[src/stt_pkg.sv]
`default_nettype none
package stt_pkg;

   localparam int TEXT_LIMIT    = 32;
   localparam int POSITION_BITS = 16;
   localparam int COUNT_BITS    = $clog2(TEXT_LIMIT);
   localparam int START_BITS    = 16;
   localparam int LEN_BITS      = 5;
   localparam int KIND_BITS     = 5;
   localparam int VALUE_BITS    = 32;
   localparam int SLOTS         = 3;
   localparam int QUEUE_DEPTH   = 4;
   localparam int QPTR_BITS     = $clog2(QUEUE_DEPTH);

   typedef enum logic [3:0] {
      MODE_IDLE, MODE_IDENT, MODE_NUMBER, MODE_STRING, MODE_COMMENT,
      MODE_SLASH, MODE_MINUS, MODE_TILDE, MODE_GT, MODE_LT, MODE_EQ
   } mode_type;

   typedef enum logic [KIND_BITS-1:0] {
      KIND_IDENT   = 5'd0,
      KIND_NUMBER  = 5'd1,
      KIND_STRING  = 5'd2,
      KIND_COLON   = 5'd3,
      KIND_ARROW   = 5'd4,
      KIND_TAP     = 5'd5,
      KIND_STAR    = 5'd6,
      KIND_PLUS    = 5'd7,
      KIND_MINUS   = 5'd8,
      KIND_LPAREN  = 5'd9,
      KIND_RPAREN  = 5'd10,
      KIND_LBRACE  = 5'd11,
      KIND_RBRACE  = 5'd12,
      KIND_COMMA   = 5'd13,
      KIND_GT      = 5'd14,
      KIND_LT      = 5'd15,
      KIND_EQ      = 5'd16,
      KIND_GTE     = 5'd17,
      KIND_LTE     = 5'd18,
      KIND_NEWLINE = 5'd19,
      KIND_END     = 5'd20
   } kind_type;

   typedef struct packed {
      kind_type                kind;
      logic [VALUE_BITS-1:0]   value;
      logic [START_BITS-1:0]   start;
      logic [LEN_BITS-1:0]     length;
      logic                    last;
   } tok_type;

   // tokens caused by one source word, packed from slot zero upward
   typedef struct packed {
      tok_type [SLOTS-1:0] slot;
      logic    [SLOTS-1:0] valid;
   } rec_type;

   localparam logic [7:0] CH_NUL    = 8'h00;
   localparam logic [7:0] CH_TAB    = 8'h09;
   localparam logic [7:0] CH_NL     = 8'h0A;
   localparam logic [7:0] CH_CR     = 8'h0D;
   localparam logic [7:0] CH_SPACE  = 8'h20;
   localparam logic [7:0] CH_QUOTE  = 8'h22;
   localparam logic [7:0] CH_LPAREN = 8'h28;
   localparam logic [7:0] CH_RPAREN = 8'h29;
   localparam logic [7:0] CH_STAR   = 8'h2A;
   localparam logic [7:0] CH_PLUS   = 8'h2B;
   localparam logic [7:0] CH_COMMA  = 8'h2C;
   localparam logic [7:0] CH_MINUS  = 8'h2D;
   localparam logic [7:0] CH_SLASH  = 8'h2F;
   localparam logic [7:0] CH_ZERO   = 8'h30;
   localparam logic [7:0] CH_NINE   = 8'h39;
   localparam logic [7:0] CH_COLON  = 8'h3A;
   localparam logic [7:0] CH_LT     = 8'h3C;
   localparam logic [7:0] CH_EQUAL  = 8'h3D;
   localparam logic [7:0] CH_GT     = 8'h3E;
   localparam logic [7:0] CH_UPPER_A = 8'h41;
   localparam logic [7:0] CH_UPPER_Z = 8'h5A;
   localparam logic [7:0] CH_UNDER  = 8'h5F;
   localparam logic [7:0] CH_LOWER_A = 8'h61;
   localparam logic [7:0] CH_LOWER_Z = 8'h7A;
   localparam logic [7:0] CH_LBRACE = 8'h7B;
   localparam logic [7:0] CH_RBRACE = 8'h7D;
   localparam logic [7:0] CH_TILDE  = 8'h7E;

   function automatic logic is_digit(input logic [7:0] c);
      return (c >= CH_ZERO) && (c <= CH_NINE);
   endfunction

   function automatic logic is_alpha(input logic [7:0] c);
      return ((c >= CH_LOWER_A) && (c <= CH_LOWER_Z)) ||
             ((c >= CH_UPPER_A) && (c <= CH_UPPER_Z)) || (c == CH_UNDER);
   endfunction

   function automatic logic [START_BITS-1:0] to_start(input logic [POSITION_BITS-1:0] p);
      logic [POSITION_BITS+START_BITS-1:0] wide;
      wide = (POSITION_BITS+START_BITS)'(p);
      return wide[START_BITS-1:0];
   endfunction

   function automatic logic [LEN_BITS-1:0] to_len(input logic [COUNT_BITS-1:0] n);
      logic [COUNT_BITS+LEN_BITS-1:0] wide;
      wide = (COUNT_BITS+LEN_BITS)'(n);
      return wide[LEN_BITS-1:0];
   endfunction

   function automatic tok_type make_tok(input kind_type k,
                                        input logic [VALUE_BITS-1:0] v,
                                        input logic [POSITION_BITS-1:0] p,
                                        input logic [LEN_BITS-1:0] n);
      tok_type t;
      t.kind   = k;
      t.value  = v;
      t.start  = to_start(p);
      t.length = n;
      t.last   = 1'b0;
      return t;
   endfunction

endpackage
`default_nettype wire

[src/stt_front.sv]
`default_nettype none
module stt_front
   import stt_pkg::*;
(
   input  wire logic       clock,
   input  wire logic       reset,
   input  wire logic       accept,
   input  wire logic [7:0] char_byte,
   input  wire logic       end_of_input,
   output rec_type         rec,
   output logic            rec_write
);

   mode_type                  mode_ff, mode_in;
   logic [POSITION_BITS-1:0]  start_ff, start_in;
   logic [COUNT_BITS-1:0]     count_ff, count_in;
   logic [VALUE_BITS-1:0]     acc_ff, acc_in;
   logic [POSITION_BITS-1:0]  pos_ff, pos_in;
   logic                      done_ff, done_in;

   // close of pending token, single from fresh scan, flush at end, end token
   tok_type    cand [4];
   logic [3:0] cand_v;

   // next state of the scanner
   always_comb begin
      logic fresh;
      mode_in  = mode_ff;
      start_in = start_ff;
      count_in = count_ff;
      acc_in   = acc_ff;
      pos_in   = pos_ff;
      done_in  = done_ff;
      fresh    = 1'b0;
      if (!done_ff) begin
         if (char_byte != CH_NUL) begin
            unique case (mode_ff) inside
               MODE_IDENT: begin
                  if (is_alpha(char_byte) || is_digit(char_byte)) begin
                     if (count_ff != COUNT_BITS'(TEXT_LIMIT-1)) count_in = count_ff + 1'b1;
                  end else begin
                     fresh = 1'b1;
                  end
               end
               MODE_NUMBER: begin
                  if (is_digit(char_byte)) begin
                     acc_in = (acc_ff << 3) + (acc_ff << 1) +
                              VALUE_BITS'(char_byte - CH_ZERO);
                     if (count_ff != COUNT_BITS'(TEXT_LIMIT-1)) count_in = count_ff + 1'b1;
                  end else begin
                     fresh = 1'b1;
                  end
               end
               MODE_STRING: begin
                  if (char_byte == CH_QUOTE) begin
                     mode_in = MODE_IDLE;
                  end else if (count_ff != COUNT_BITS'(TEXT_LIMIT-1)) begin
                     count_in = count_ff + 1'b1;
                  end
               end
               MODE_COMMENT: begin
                  if (char_byte == CH_NL) mode_in = MODE_IDLE;
               end
               MODE_SLASH: begin
                  if (char_byte == CH_SLASH) mode_in = MODE_COMMENT;
                  else fresh = 1'b1;
               end
               MODE_MINUS, MODE_TILDE: begin
                  if (char_byte == CH_GT) mode_in = MODE_IDLE;
                  else fresh = 1'b1;
               end
               MODE_GT, MODE_LT, MODE_EQ: begin
                  if (char_byte == CH_EQUAL) mode_in = MODE_IDLE;
                  else fresh = 1'b1;
               end
               default: fresh = 1'b1;
            endcase
            if (fresh) begin
               mode_in  = MODE_IDLE;
               start_in = pos_ff;
               unique case (char_byte)
                  CH_SLASH: mode_in = MODE_SLASH;
                  CH_MINUS: mode_in = MODE_MINUS;
                  CH_TILDE: mode_in = MODE_TILDE;
                  CH_GT:    mode_in = MODE_GT;
                  CH_LT:    mode_in = MODE_LT;
                  CH_EQUAL: mode_in = MODE_EQ;
                  CH_QUOTE: begin
                     mode_in  = MODE_STRING;
                     start_in = pos_ff + 1'b1;
                     count_in = '0;
                  end
                  default: begin
                     if (is_digit(char_byte)) begin
                        mode_in  = MODE_NUMBER;
                        acc_in   = VALUE_BITS'(char_byte - CH_ZERO);
                        count_in = COUNT_BITS'(1);
                     end else if (is_alpha(char_byte)) begin
                        mode_in  = MODE_IDENT;
                        count_in = COUNT_BITS'(1);
                     end
                  end
               endcase
            end
            pos_in = pos_ff + 1'b1;
         end
         if ((char_byte == CH_NUL) || end_of_input) begin
            // scanner freezes; the scanned mode tells the token block what to flush
            done_in = 1'b1;
         end
      end
   end

   // tokens produced by this word
   always_comb begin
      logic     fresh;
      mode_type mid_mode;
      cand_v   = '0;
      fresh    = 1'b0;
      mid_mode = mode_ff;
      for (int k = 0; k < 4; k++) begin
         cand[k] = make_tok(KIND_END, '0, pos_ff, '0);
      end
      if (!done_ff) begin
         if (char_byte != CH_NUL) begin
            unique case (mode_ff)
               MODE_IDENT: begin
                  if (!(is_alpha(char_byte) || is_digit(char_byte))) begin
                     cand_v[0] = 1'b1;
                     cand[0]   = make_tok(KIND_IDENT, '0, start_ff, to_len(count_ff));
                     fresh     = 1'b1;
                  end
               end
               MODE_NUMBER: begin
                  if (!is_digit(char_byte)) begin
                     cand_v[0] = 1'b1;
                     cand[0]   = make_tok(KIND_NUMBER, acc_ff, start_ff, to_len(count_ff));
                     fresh     = 1'b1;
                  end
               end
               MODE_STRING: begin
                  if (char_byte == CH_QUOTE) begin
                     cand_v[0] = 1'b1;
                     cand[0]   = make_tok(KIND_STRING, '0, start_ff, to_len(count_ff));
                     mid_mode  = MODE_IDLE;
                  end
               end
               MODE_COMMENT: begin
                  if (char_byte == CH_NL) begin
                     cand_v[0] = 1'b1;
                     cand[0]   = make_tok(KIND_NEWLINE, '0, start_ff, LEN_BITS'(1));
                     mid_mode  = MODE_IDLE;
                  end
               end
               MODE_SLASH: begin
                  if (char_byte == CH_SLASH) mid_mode = MODE_COMMENT;
                  else fresh = 1'b1;
               end
               MODE_MINUS: begin
                  cand_v[0] = 1'b1;
                  if (char_byte == CH_GT) begin
                     cand[0]  = make_tok(KIND_ARROW, '0, start_ff, LEN_BITS'(2));
                     mid_mode = MODE_IDLE;
                  end else begin
                     cand[0] = make_tok(KIND_MINUS, '0, start_ff, LEN_BITS'(1));
                     fresh   = 1'b1;
                  end
               end
               MODE_TILDE: begin
                  if (char_byte == CH_GT) begin
                     cand_v[0] = 1'b1;
                     cand[0]   = make_tok(KIND_TAP, '0, start_ff, LEN_BITS'(2));
                     mid_mode  = MODE_IDLE;
                  end else begin
                     fresh = 1'b1;
                  end
               end
               MODE_GT: begin
                  cand_v[0] = 1'b1;
                  if (char_byte == CH_EQUAL) begin
                     cand[0]  = make_tok(KIND_GTE, '0, start_ff, LEN_BITS'(2));
                     mid_mode = MODE_IDLE;
                  end else begin
                     cand[0] = make_tok(KIND_GT, '0, start_ff, LEN_BITS'(1));
                     fresh   = 1'b1;
                  end
               end
               MODE_LT: begin
                  cand_v[0] = 1'b1;
                  if (char_byte == CH_EQUAL) begin
                     cand[0]  = make_tok(KIND_LTE, '0, start_ff, LEN_BITS'(2));
                     mid_mode = MODE_IDLE;
                  end else begin
                     cand[0] = make_tok(KIND_LT, '0, start_ff, LEN_BITS'(1));
                     fresh   = 1'b1;
                  end
               end
               MODE_EQ: begin
                  if (char_byte == CH_EQUAL) begin
                     cand_v[0] = 1'b1;
                     cand[0]   = make_tok(KIND_EQ, '0, start_ff, LEN_BITS'(2));
                     mid_mode  = MODE_IDLE;
                  end else begin
                     fresh = 1'b1;
                  end
               end
               default: fresh = 1'b1;
            endcase
            if (fresh) begin
               cand[1] = make_tok(KIND_NEWLINE, '0, pos_ff, LEN_BITS'(1));
               unique case (char_byte)
                  CH_NL:     cand_v[1] = 1'b1;
                  CH_COLON:  begin cand_v[1] = 1'b1; cand[1].kind = KIND_COLON;  end
                  CH_STAR:   begin cand_v[1] = 1'b1; cand[1].kind = KIND_STAR;   end
                  CH_PLUS:   begin cand_v[1] = 1'b1; cand[1].kind = KIND_PLUS;   end
                  CH_LPAREN: begin cand_v[1] = 1'b1; cand[1].kind = KIND_LPAREN; end
                  CH_RPAREN: begin cand_v[1] = 1'b1; cand[1].kind = KIND_RPAREN; end
                  CH_LBRACE: begin cand_v[1] = 1'b1; cand[1].kind = KIND_LBRACE; end
                  CH_RBRACE: begin cand_v[1] = 1'b1; cand[1].kind = KIND_RBRACE; end
                  CH_COMMA:  begin cand_v[1] = 1'b1; cand[1].kind = KIND_COMMA;  end
                  default: ;
               endcase
            end
         end
         if ((char_byte == CH_NUL) || end_of_input) begin
            // flush whatever the scan left pending, then the end marker
            if (char_byte == CH_NUL) mid_mode = mode_ff;
            else mid_mode = mode_in;
            cand[2] = make_tok(KIND_MINUS, '0, start_in, LEN_BITS'(1));
            unique case (mid_mode)
               MODE_IDENT: begin
                  cand_v[2] = 1'b1;
                  cand[2]   = make_tok(KIND_IDENT, '0, start_in, to_len(count_in));
               end
               MODE_NUMBER: begin
                  cand_v[2] = 1'b1;
                  cand[2]   = make_tok(KIND_NUMBER, acc_in, start_in, to_len(count_in));
               end
               MODE_STRING: begin
                  cand_v[2] = 1'b1;
                  cand[2]   = make_tok(KIND_STRING, '0, start_in, to_len(count_in));
               end
               MODE_COMMENT: begin cand_v[2] = 1'b1; cand[2].kind = KIND_NEWLINE; end
               MODE_MINUS:   cand_v[2] = 1'b1;
               MODE_GT:      begin cand_v[2] = 1'b1; cand[2].kind = KIND_GT; end
               MODE_LT:      begin cand_v[2] = 1'b1; cand[2].kind = KIND_LT; end
               default: ;
            endcase
            cand_v[3] = 1'b1;
            cand[3]   = make_tok(KIND_END, '0, pos_in, '0);
         end
      end
   end

   // pack the candidates into the low slots and mark the last one
   always_comb begin
      logic [1:0] idx;
      idx = '0;
      rec = '0;
      for (int k = 0; k < 4; k++) begin
         if (cand_v[k] && (idx != 2'd3)) begin
            rec.slot[idx]  = cand[k];
            rec.valid[idx] = 1'b1;
            idx            = idx + 1'b1;
         end
      end
      rec.slot[0].last = rec.valid[0] && !rec.valid[1];
      rec.slot[1].last = rec.valid[1] && !rec.valid[2];
      rec.slot[2].last = rec.valid[2];
      rec_write = accept && (rec.valid != '0);
   end

   always_ff @(posedge clock) begin
      if (reset) begin
         mode_ff  <= MODE_IDLE;
         start_ff <= '0;
         count_ff <= '0;
         acc_ff   <= '0;
         pos_ff   <= '0;
         done_ff  <= 1'b0;
      end else if (accept) begin
         mode_ff  <= mode_in;
         start_ff <= start_in;
         count_ff <= count_in;
         acc_ff   <= acc_in;
         pos_ff   <= pos_in;
         done_ff  <= done_in;
      end
   end

endmodule
`default_nettype wire

[src/stt_queue.sv]
`default_nettype none
module stt_queue
   import stt_pkg::*;
(
   input  wire logic    clock,
   input  wire logic    reset,
   input  wire logic    write,
   input  wire rec_type write_rec,
   output logic         full,
   output logic         empty,
   input  wire logic    read,
   output rec_type      head_rec
);

   rec_type                entry_ff [QUEUE_DEPTH];
   logic [QPTR_BITS-1:0]   wr_ptr_ff, rd_ptr_ff;
   logic [QPTR_BITS:0]     count_ff, count_in;

   assign full     = (count_ff == (QPTR_BITS+1)'(QUEUE_DEPTH));
   assign empty    = (count_ff == '0);
   assign head_rec = entry_ff[rd_ptr_ff];

   always_comb begin
      count_in = count_ff;
      if (write && !read) count_in = count_ff + 1'b1;
      else if (read && !write) count_in = count_ff - 1'b1;
   end

   always_ff @(posedge clock) begin
      if (reset) begin
         wr_ptr_ff <= '0;
         rd_ptr_ff <= '0;
         count_ff  <= '0;
      end else begin
         if (write) wr_ptr_ff <= wr_ptr_ff + 1'b1;
         if (read) rd_ptr_ff <= rd_ptr_ff + 1'b1;
         count_ff <= count_in;
      end
   end

   always_ff @(posedge clock) begin
      if (write) entry_ff[wr_ptr_ff] <= write_rec;
   end

endmodule
`default_nettype wire

[src/stt_back.sv]
`default_nettype none
module stt_back
   import stt_pkg::*;
(
   input  wire logic    clock,
   input  wire logic    reset,
   input  wire logic    q_empty,
   input  wire rec_type head_rec,
   output logic         q_read,
   output tok_type      out_tok,
   output logic         out_valid,
   input  wire logic    out_taken
);

   logic [1:0] slot_ff, slot_in;
   logic       valid_ff, valid_in;
   tok_type    tok_ff, tok_in;
   tok_type    cur;
   logic       load;

   always_comb begin
      cur      = head_rec.slot[slot_ff];
      load     = !q_empty && (!valid_ff || out_taken);
      q_read   = load && cur.last;
      slot_in  = slot_ff;
      valid_in = valid_ff && !out_taken;
      tok_in   = tok_ff;
      if (load) begin
         tok_in   = cur;
         valid_in = 1'b1;
         slot_in  = cur.last ? 2'd0 : slot_ff + 1'b1;
      end
   end

   assign out_tok   = tok_ff;
   assign out_valid = valid_ff;

   always_ff @(posedge clock) begin
      if (reset) begin
         slot_ff  <= '0;
         valid_ff <= 1'b0;
      end else begin
         slot_ff  <= slot_in;
         valid_ff <= valid_in;
      end
   end

   always_ff @(posedge clock) begin
      tok_ff <= tok_in;
   end

endmodule
`default_nettype wire

[src/source_text_tokenizer.sv]
`default_nettype none
// path: a closing byte's tokens go through the record queue and the back's output register
// throughput: one source byte per cycle while the four-entry record queue has room;
// tokens leave one per cycle while rsp_pop is held; a byte's tokens hold the output side until each has left
// reset: synchronous, clears scanner, queue pointers and output valid flag; no clearing pass,
// the block takes bytes as soon as reset is released
module source_text_tokenizer
   import stt_pkg::*;
(
   input  wire logic                         clock,
   input  wire logic                         reset,
   // source bytes
   input  wire logic [7:0]                   req_char_byte,
   input  wire logic                         req_end_of_input,
   input  wire logic                         req_push,
   output logic                              req_full,
   // tokens
   output logic [KIND_BITS-1:0]              rsp_token_type,
   output logic signed [VALUE_BITS-1:0]      rsp_number_value,
   output logic [START_BITS-1:0]             rsp_text_start,
   output logic [LEN_BITS-1:0]               rsp_text_length,
   output logic                              rsp_last_of_run,
   output logic                              rsp_empty,
   input  wire logic                         rsp_pop
);

   // front: scanner state machine with one-byte lookahead, turns each word
   // into a record of up to three tokens
   logic    accept;
   rec_type front_rec;
   logic    front_write;

   // queue between front and back
   logic    q_full, q_empty, q_read;
   rec_type head_rec;

   // back: walks the head record one token a cycle into the output register while it is free or popped
   tok_type out_tok;
   logic    out_valid;

   assign accept   = req_push && !q_full;
   assign req_full = q_full;

   stt_front u_front (
      .clock        (clock),
      .reset        (reset),
      .accept       (accept),
      .char_byte    (req_char_byte),
      .end_of_input (req_end_of_input),
      .rec          (front_rec),
      .rec_write    (front_write)
   );

   stt_queue u_queue (
      .clock     (clock),
      .reset     (reset),
      .write     (front_write),
      .write_rec (front_rec),
      .full      (q_full),
      .empty     (q_empty),
      .read      (q_read),
      .head_rec  (head_rec)
   );

   stt_back u_back (
      .clock     (clock),
      .reset     (reset),
      .q_empty   (q_empty),
      .head_rec  (head_rec),
      .q_read    (q_read),
      .out_tok   (out_tok),
      .out_valid (out_valid),
      .out_taken (rsp_pop)
   );

   // output word straight from the back's register
   assign rsp_empty        = !out_valid;
   assign rsp_token_type   = out_tok.kind;
   assign rsp_number_value = out_tok.value;
   assign rsp_text_start   = out_tok.start;
   assign rsp_text_length  = out_tok.length;
   assign rsp_last_of_run  = out_tok.last;

endmodule
`default_nettype wire

[config.mk]
export PLATFORM = sky130hd
export DESIGN_NAME = source_text_tokenizer
export DESIGN_NICKNAME = d
export VERILOG_FILES = /design/src/stt_pkg.sv /design/src/stt_front.sv /design/src/stt_queue.sv /design/src/stt_back.sv /design/src/source_text_tokenizer.sv
export SDC_FILE = /design/constraint.sdc
export NUM_CORES = 1
export LEC_CHECK = 0
export BUFFER_PORTS_ARGS = -buffer_cell sky130_fd_sc_hd__buf_2
export CAP_MARGIN = 20
export CORE_ASPECT_RATIO = 1.4
export CORE_MARGIN = 4
export CORE_UTILIZATION = 25
export CTS_CLUSTER_DIAMETER = 40
export CTS_CLUSTER_SIZE = 12
export DETAILED_ROUTE_END_ITERATION = 10
export PLACE_DENSITY_LB_ADDON = 0.3
export SETUP_SLACK_MARGIN = 0.15
export SYNTH_ARGS = -nofsm -noshare
export SYNTH_HDL_FRONTEND = slang
export SYNTH_SLANG_ARGS = --single-unit
[constraint.sdc]
create_clock -name clock -period 8.3 [get_ports clock]
set_input_delay 0.415 -clock clock [delete_from_list [all_inputs] [get_ports clock]]
set_output_delay 0.415 -clock clock [all_outputs]
set_load 0.1 [all_outputs]
==> metrics list <==
* Status: finished, final reports clean
- Register clock-pin slew on the reported worst setup and hold paths: 60 ps
- Slowest cell delay on critical path: 760 ps
* Number of distinct library cells after synthesis: 94
- Max FO, Critical Path: 28
- Cell with the largest stage delay on the worst path: nand2_2
- Most common library cell in the layout ignoring fill and taps: edfxtp_1
- Most common cell on crit path: nand2_1
- Initial standard-cell utilization of the core: 25.1%
- After the first detailed-routing iteration, the DRC count stood at 1,526.
* Die Footprint: 0.164 mm²
* Number of nets produced by synthesis: 2,903
* Synth Area in Simple Gates: 8.34%
- Portion of the post-synthesis area used by sequential elements: 62.8%
* Per-cell routed wire length: 22.0 µm
- For the worst setup path, the data required time is 8680 ps.
- For hold timing, the worst endpoint is u_back.out_valid.
- RSZ-0062 raised after global routing: no
- Hold Path Origin: rsp_pop
- After legalization and detailed placement, the total HPWL measured 68,800 µm.
- The signal on the critical path passes through nand2b_1 > a311o_1 > nand3b_1 > nor3_4 > a21oi_4 > nand2_1 > inv_1 > ha_1 > a21oi_1 > nand2_1 > fa_1 > nor2_1 > nand2_1 > nand2_2 > buf_4 > nor2_1.
- Boundary Pins: 74
* Number of enable-type register cells in the synthesized netlist: 767
- Main flop type after synthesis: edfxtp_1
- Time the worst path needs with I/O delays and setup: 6310 ps
- Of the cells placed in the final design, the portion with a size suffix greater than 1 is 17.8%.
* Number of buffers inserted for hold repair after clock tree synthesis: 0
- The worst register-to-register path ends at u_queue.entry_ff[0][87].
* Placed instance count: 4,860
- Post-synthesis xor/xnor area fraction: 1.58%
- DRC violations left: 0
- Overall power consumption after layout is estimated at 13.9 mW.
- Counting the fill cells in the layout gives 15,700.
* CTS tree: yes
- The count of buffers added on input and output ports is 73.
- Net total in the final layout: 2,961
- Launching point of the worst reg2reg path: u_front.mode_ff[2]
- Measured in cells, the most critical reg-to-reg path has a length of 16.
- Number of max-slew violations in the final report: 0
- Resized cells post-CTS: 0
- DR vias/cell: 4.81
* Maximum clock frequency: 159 MHz
- The synthesized design contains 853 register bits.
- Worst IR drop on VDD: 0.183 mV
- The worst setup path is launched from a flip-flop.
* Routability congestion estimate: 0.830
- Maximum number of buffers from clock root to sink: 3
- Critical setup path kind: reg -> reg
- The first global-routing pass estimated 166,000 µm of wire.
* Arrival @ worst endpoint: 6680 ps
* Clock latency on the worst-skew pair: 720 ps
* Clk_skew: 36.2 ps
- The die is 478 µm tall.
- The portion of synthesized area spent on multiplexers is 12.3%.
* Relative slew slack: 27.2%
- Reported max-cap violation count: 0
- Kind of capture point of the worst setup path: flip-flop
- Counting instances, the worst hold path has a depth of 4.
* Clock net sink count: 853
* Post-CTS setup buffer count: 0
* Total CTS buffers: 96
* Number of antenna-violating nets in the routed design: 0
- After synthesis, the largest area contributor takes up 58.4% of total cell area.
- Synth-to-layout area growth: 15.8%
* Vias in the first global route: 25,300
- After synthesis, the mean cell area works out to 14.0 µm².
- Cells fill 29.1% of the core in the end.
* Flop-to-flop setup slack: 1990 ps
- Share of synthesized cell area in full adder, half adder and majority cells: 3.07%
- Fin cells: 5,036
- The die is 344 µm wide.
- H-tree level count: 3
- Path category of the worst min-delay check: in -> reg
- The biggest area contributor in the post-synthesis netlist is edfxtp_1.
* Cells after Synth: 2,812
- Most frequent cells in the layout: 767 x edfxtp_1, 249 x nor2_1, 213 x nand2_1, 177 x mux4_2, 149 x o21ai_0
* Overall overflow remaining after global route: 0
* Leak pwr: 14.9 nW
* Area inside the core boundary: 0.157 mm²
- Dominant combinational cell family by area after synthesis: multiplexers
- Hold is met by 93.2 ps.
* Netlist area before placement: 0.0394 mm²
* Number of antenna violations at the first check in global routing: 11
- Final Hold Viols: 0
- Complex-gate fraction of the synthesized area: 9.33%
- Count of endpoints failing setup in the final report: 0
- Count of vias placed by the detailed router: 24,200
- After layout, the worst path uses 76.0% of the clock period.
- For the pin with the worst max-slew slack, the measured transition is 1080 ps.
* Ys Warns: 0
- Number of detailed-route iterations in the first pass: 6
- Of all flip-flops after synthesis, the portion carrying an async set or reset was 0%.
- Across every metal layer, demand over resource in global routing totals 13.3%.
* Std-Cell Rows: 172
- In the post-synthesis netlist, the biggest area contributors are edfxtp_1 58%, mux4_2 10%, dfxtp_1 4.4%, nor2_1 2.4%, mux2i_1 2.1%.
* Root buffer selected by CTS: clkbuf_16
- Wire length after detailed routing: 111,000 µm
- Power density normalized to cell area: 304 mW/mm²
- Final setup TNS: 0 ps
* Maximum number of pins on one net before global-route repair: 139
metal layers:
metal | global-route usage (%) | vias to the layer above | routed length, µm
met5 | 0 | - | 75
met4 | 4.62 | 12 | 3560
met3 | 2.08 | 191 | 4560
met2 | 23.9 | 573 | 57700
met1 | 16.1 | 12400 | 44900
li1 | - | 11000 | -
how the worst max path moves through the flow:
| stage | cells past startpoint | slack, ps | start | endpoint |
|---|---|---|---|---|
| detailed placement | 18 | 1500 | req_char_byte[4] | u_queue.entry_ff[2][157] |
| finish | 16 | 1990 | u_front.mode_ff[2] | u_queue.entry_ff[0][87] |
| global placement | 18 | 1520 | req_char_byte[4] | u_queue.entry_ff[2][157] |
| CTS | 16 | 2000 | u_front.mode_ff[2] | u_queue.entry_ff[0][87] |
| global route | 15 | 1640 | u_front.mode_ff[2] | u_queue.entry_ff[0][87] |
| floorplan | 15 | 1810 | req_char_byte[4] | u_queue.entry_ff[0][100] |
kinds of logic (layout without fill, tap and decap cells):
kind of cell / count (synthesis) / in the layout
flip-flops: 853 / 853
multiplexers: 261 / 261
adder cells (fa/ha/maj): 78 / 78
other: 0 / 2
AO/OA/AOI/OAI: 575 / 575
AND/OR/NAND/NOR: 717 / 717
XOR/XNOR: 71 / 71
buffers and inverters: 257 / 391
registers in the layout, indices dropped and copies added, names as in the netlist, named ones only:
| name | flops |
|---|---|
| u_queue.entry_ff | 708 |
| u_back.out_tok | 59 |
| u_front.acc_ff | 32 |
| u_front.pos_ff | 16 |
| u_front.start_ff | 16 |
| u_front.count_ff | 5 |
| u_front.mode_ff | 4 |
| u_queue.count_ff | 3 |
| u_back.slot_ff | 2 |
| u_queue.rd_ptr_ff | 2 |
| u_queue.wr_ptr_ff | 2 |
| u_back.out_valid | 1 |
| u_front.done_ff | 1 |
area by class of cell:
type / instances / area (µm²) / area share, %
sequential: 853 / 24800 / 54.3
inverter: 73 / 274 / 0.600
clock buffer: 131 / 2580 / 5.66
tap: 2088 / 2610 / 5.72
timing repair buffer: 144 / 1070 / 2.35
clock inverter: 43 / 616 / 1.35
multi-input combinational: 1702 / 13700 / 30.0
antenna: 2 / 5.00 / 0.0110
where the power goes:
group	switching, mW	total [mW]	internal, mW
combinational	2.95	4.03	1.08
clock	1.80	4.27	2.47
sequential	0.273	5.58	5.31
total	5.02	13.9	8.87
Yosys cell counts, types with 15 or more instances:
| library cell | count |
|---|---|
| mux4_2 | 177 |
| buf_1 | 37 |
| o22ai_1 | 29 |
| nand2b_1 | 29 |
| nand3_1 | 66 |
| buf_2 | 15 |
| dfxtp_1 | 86 |
| a221oi_1 | 20 |
| o21ai_0 | 150 |
| nand2_1 | 214 |
| and3_1 | 15 |
| inv_1 | 71 |
| or3_1 | 18 |
| a21o_1 | 17 |
| a22oi_1 | 19 |
| clkbuf_1 | 122 |
| edfxtp_1 | 767 |
| nor4_1 | 16 |
| nor3_1 | 34 |
| a211oi_1 | 39 |
| a31oi_1 | 31 |
| fa_1 | 31 |
| o31ai_1 | 19 |
| nor2_1 | 253 |
| a21oi_1 | 146 |
| mux2i_1 | 82 |
| xor2_1 | 18 |
| ha_1 | 47 |
| xnor2_1 | 53 |
critical path: cells and delay by family, from the launching register on:
family | cells | cell delay, ps
compound gates | 3 | 1420
simple gates | 9 | 2320
buf+inv | 2 | 580
flops | 1 | 750
fa+ha+maj | 2 | 870
metrics by stage:
step | setup slack [ps] | instance area, µm²
after floorplan | 1810 | 39400
final | 1990 | 45600
after CTS | 2000 | 45600
after detailed placement | 1500 | 42400
after global routing | 1640 | 45600
after global placement | 1520 | 42400
Power figures use the tool's default switching activity.
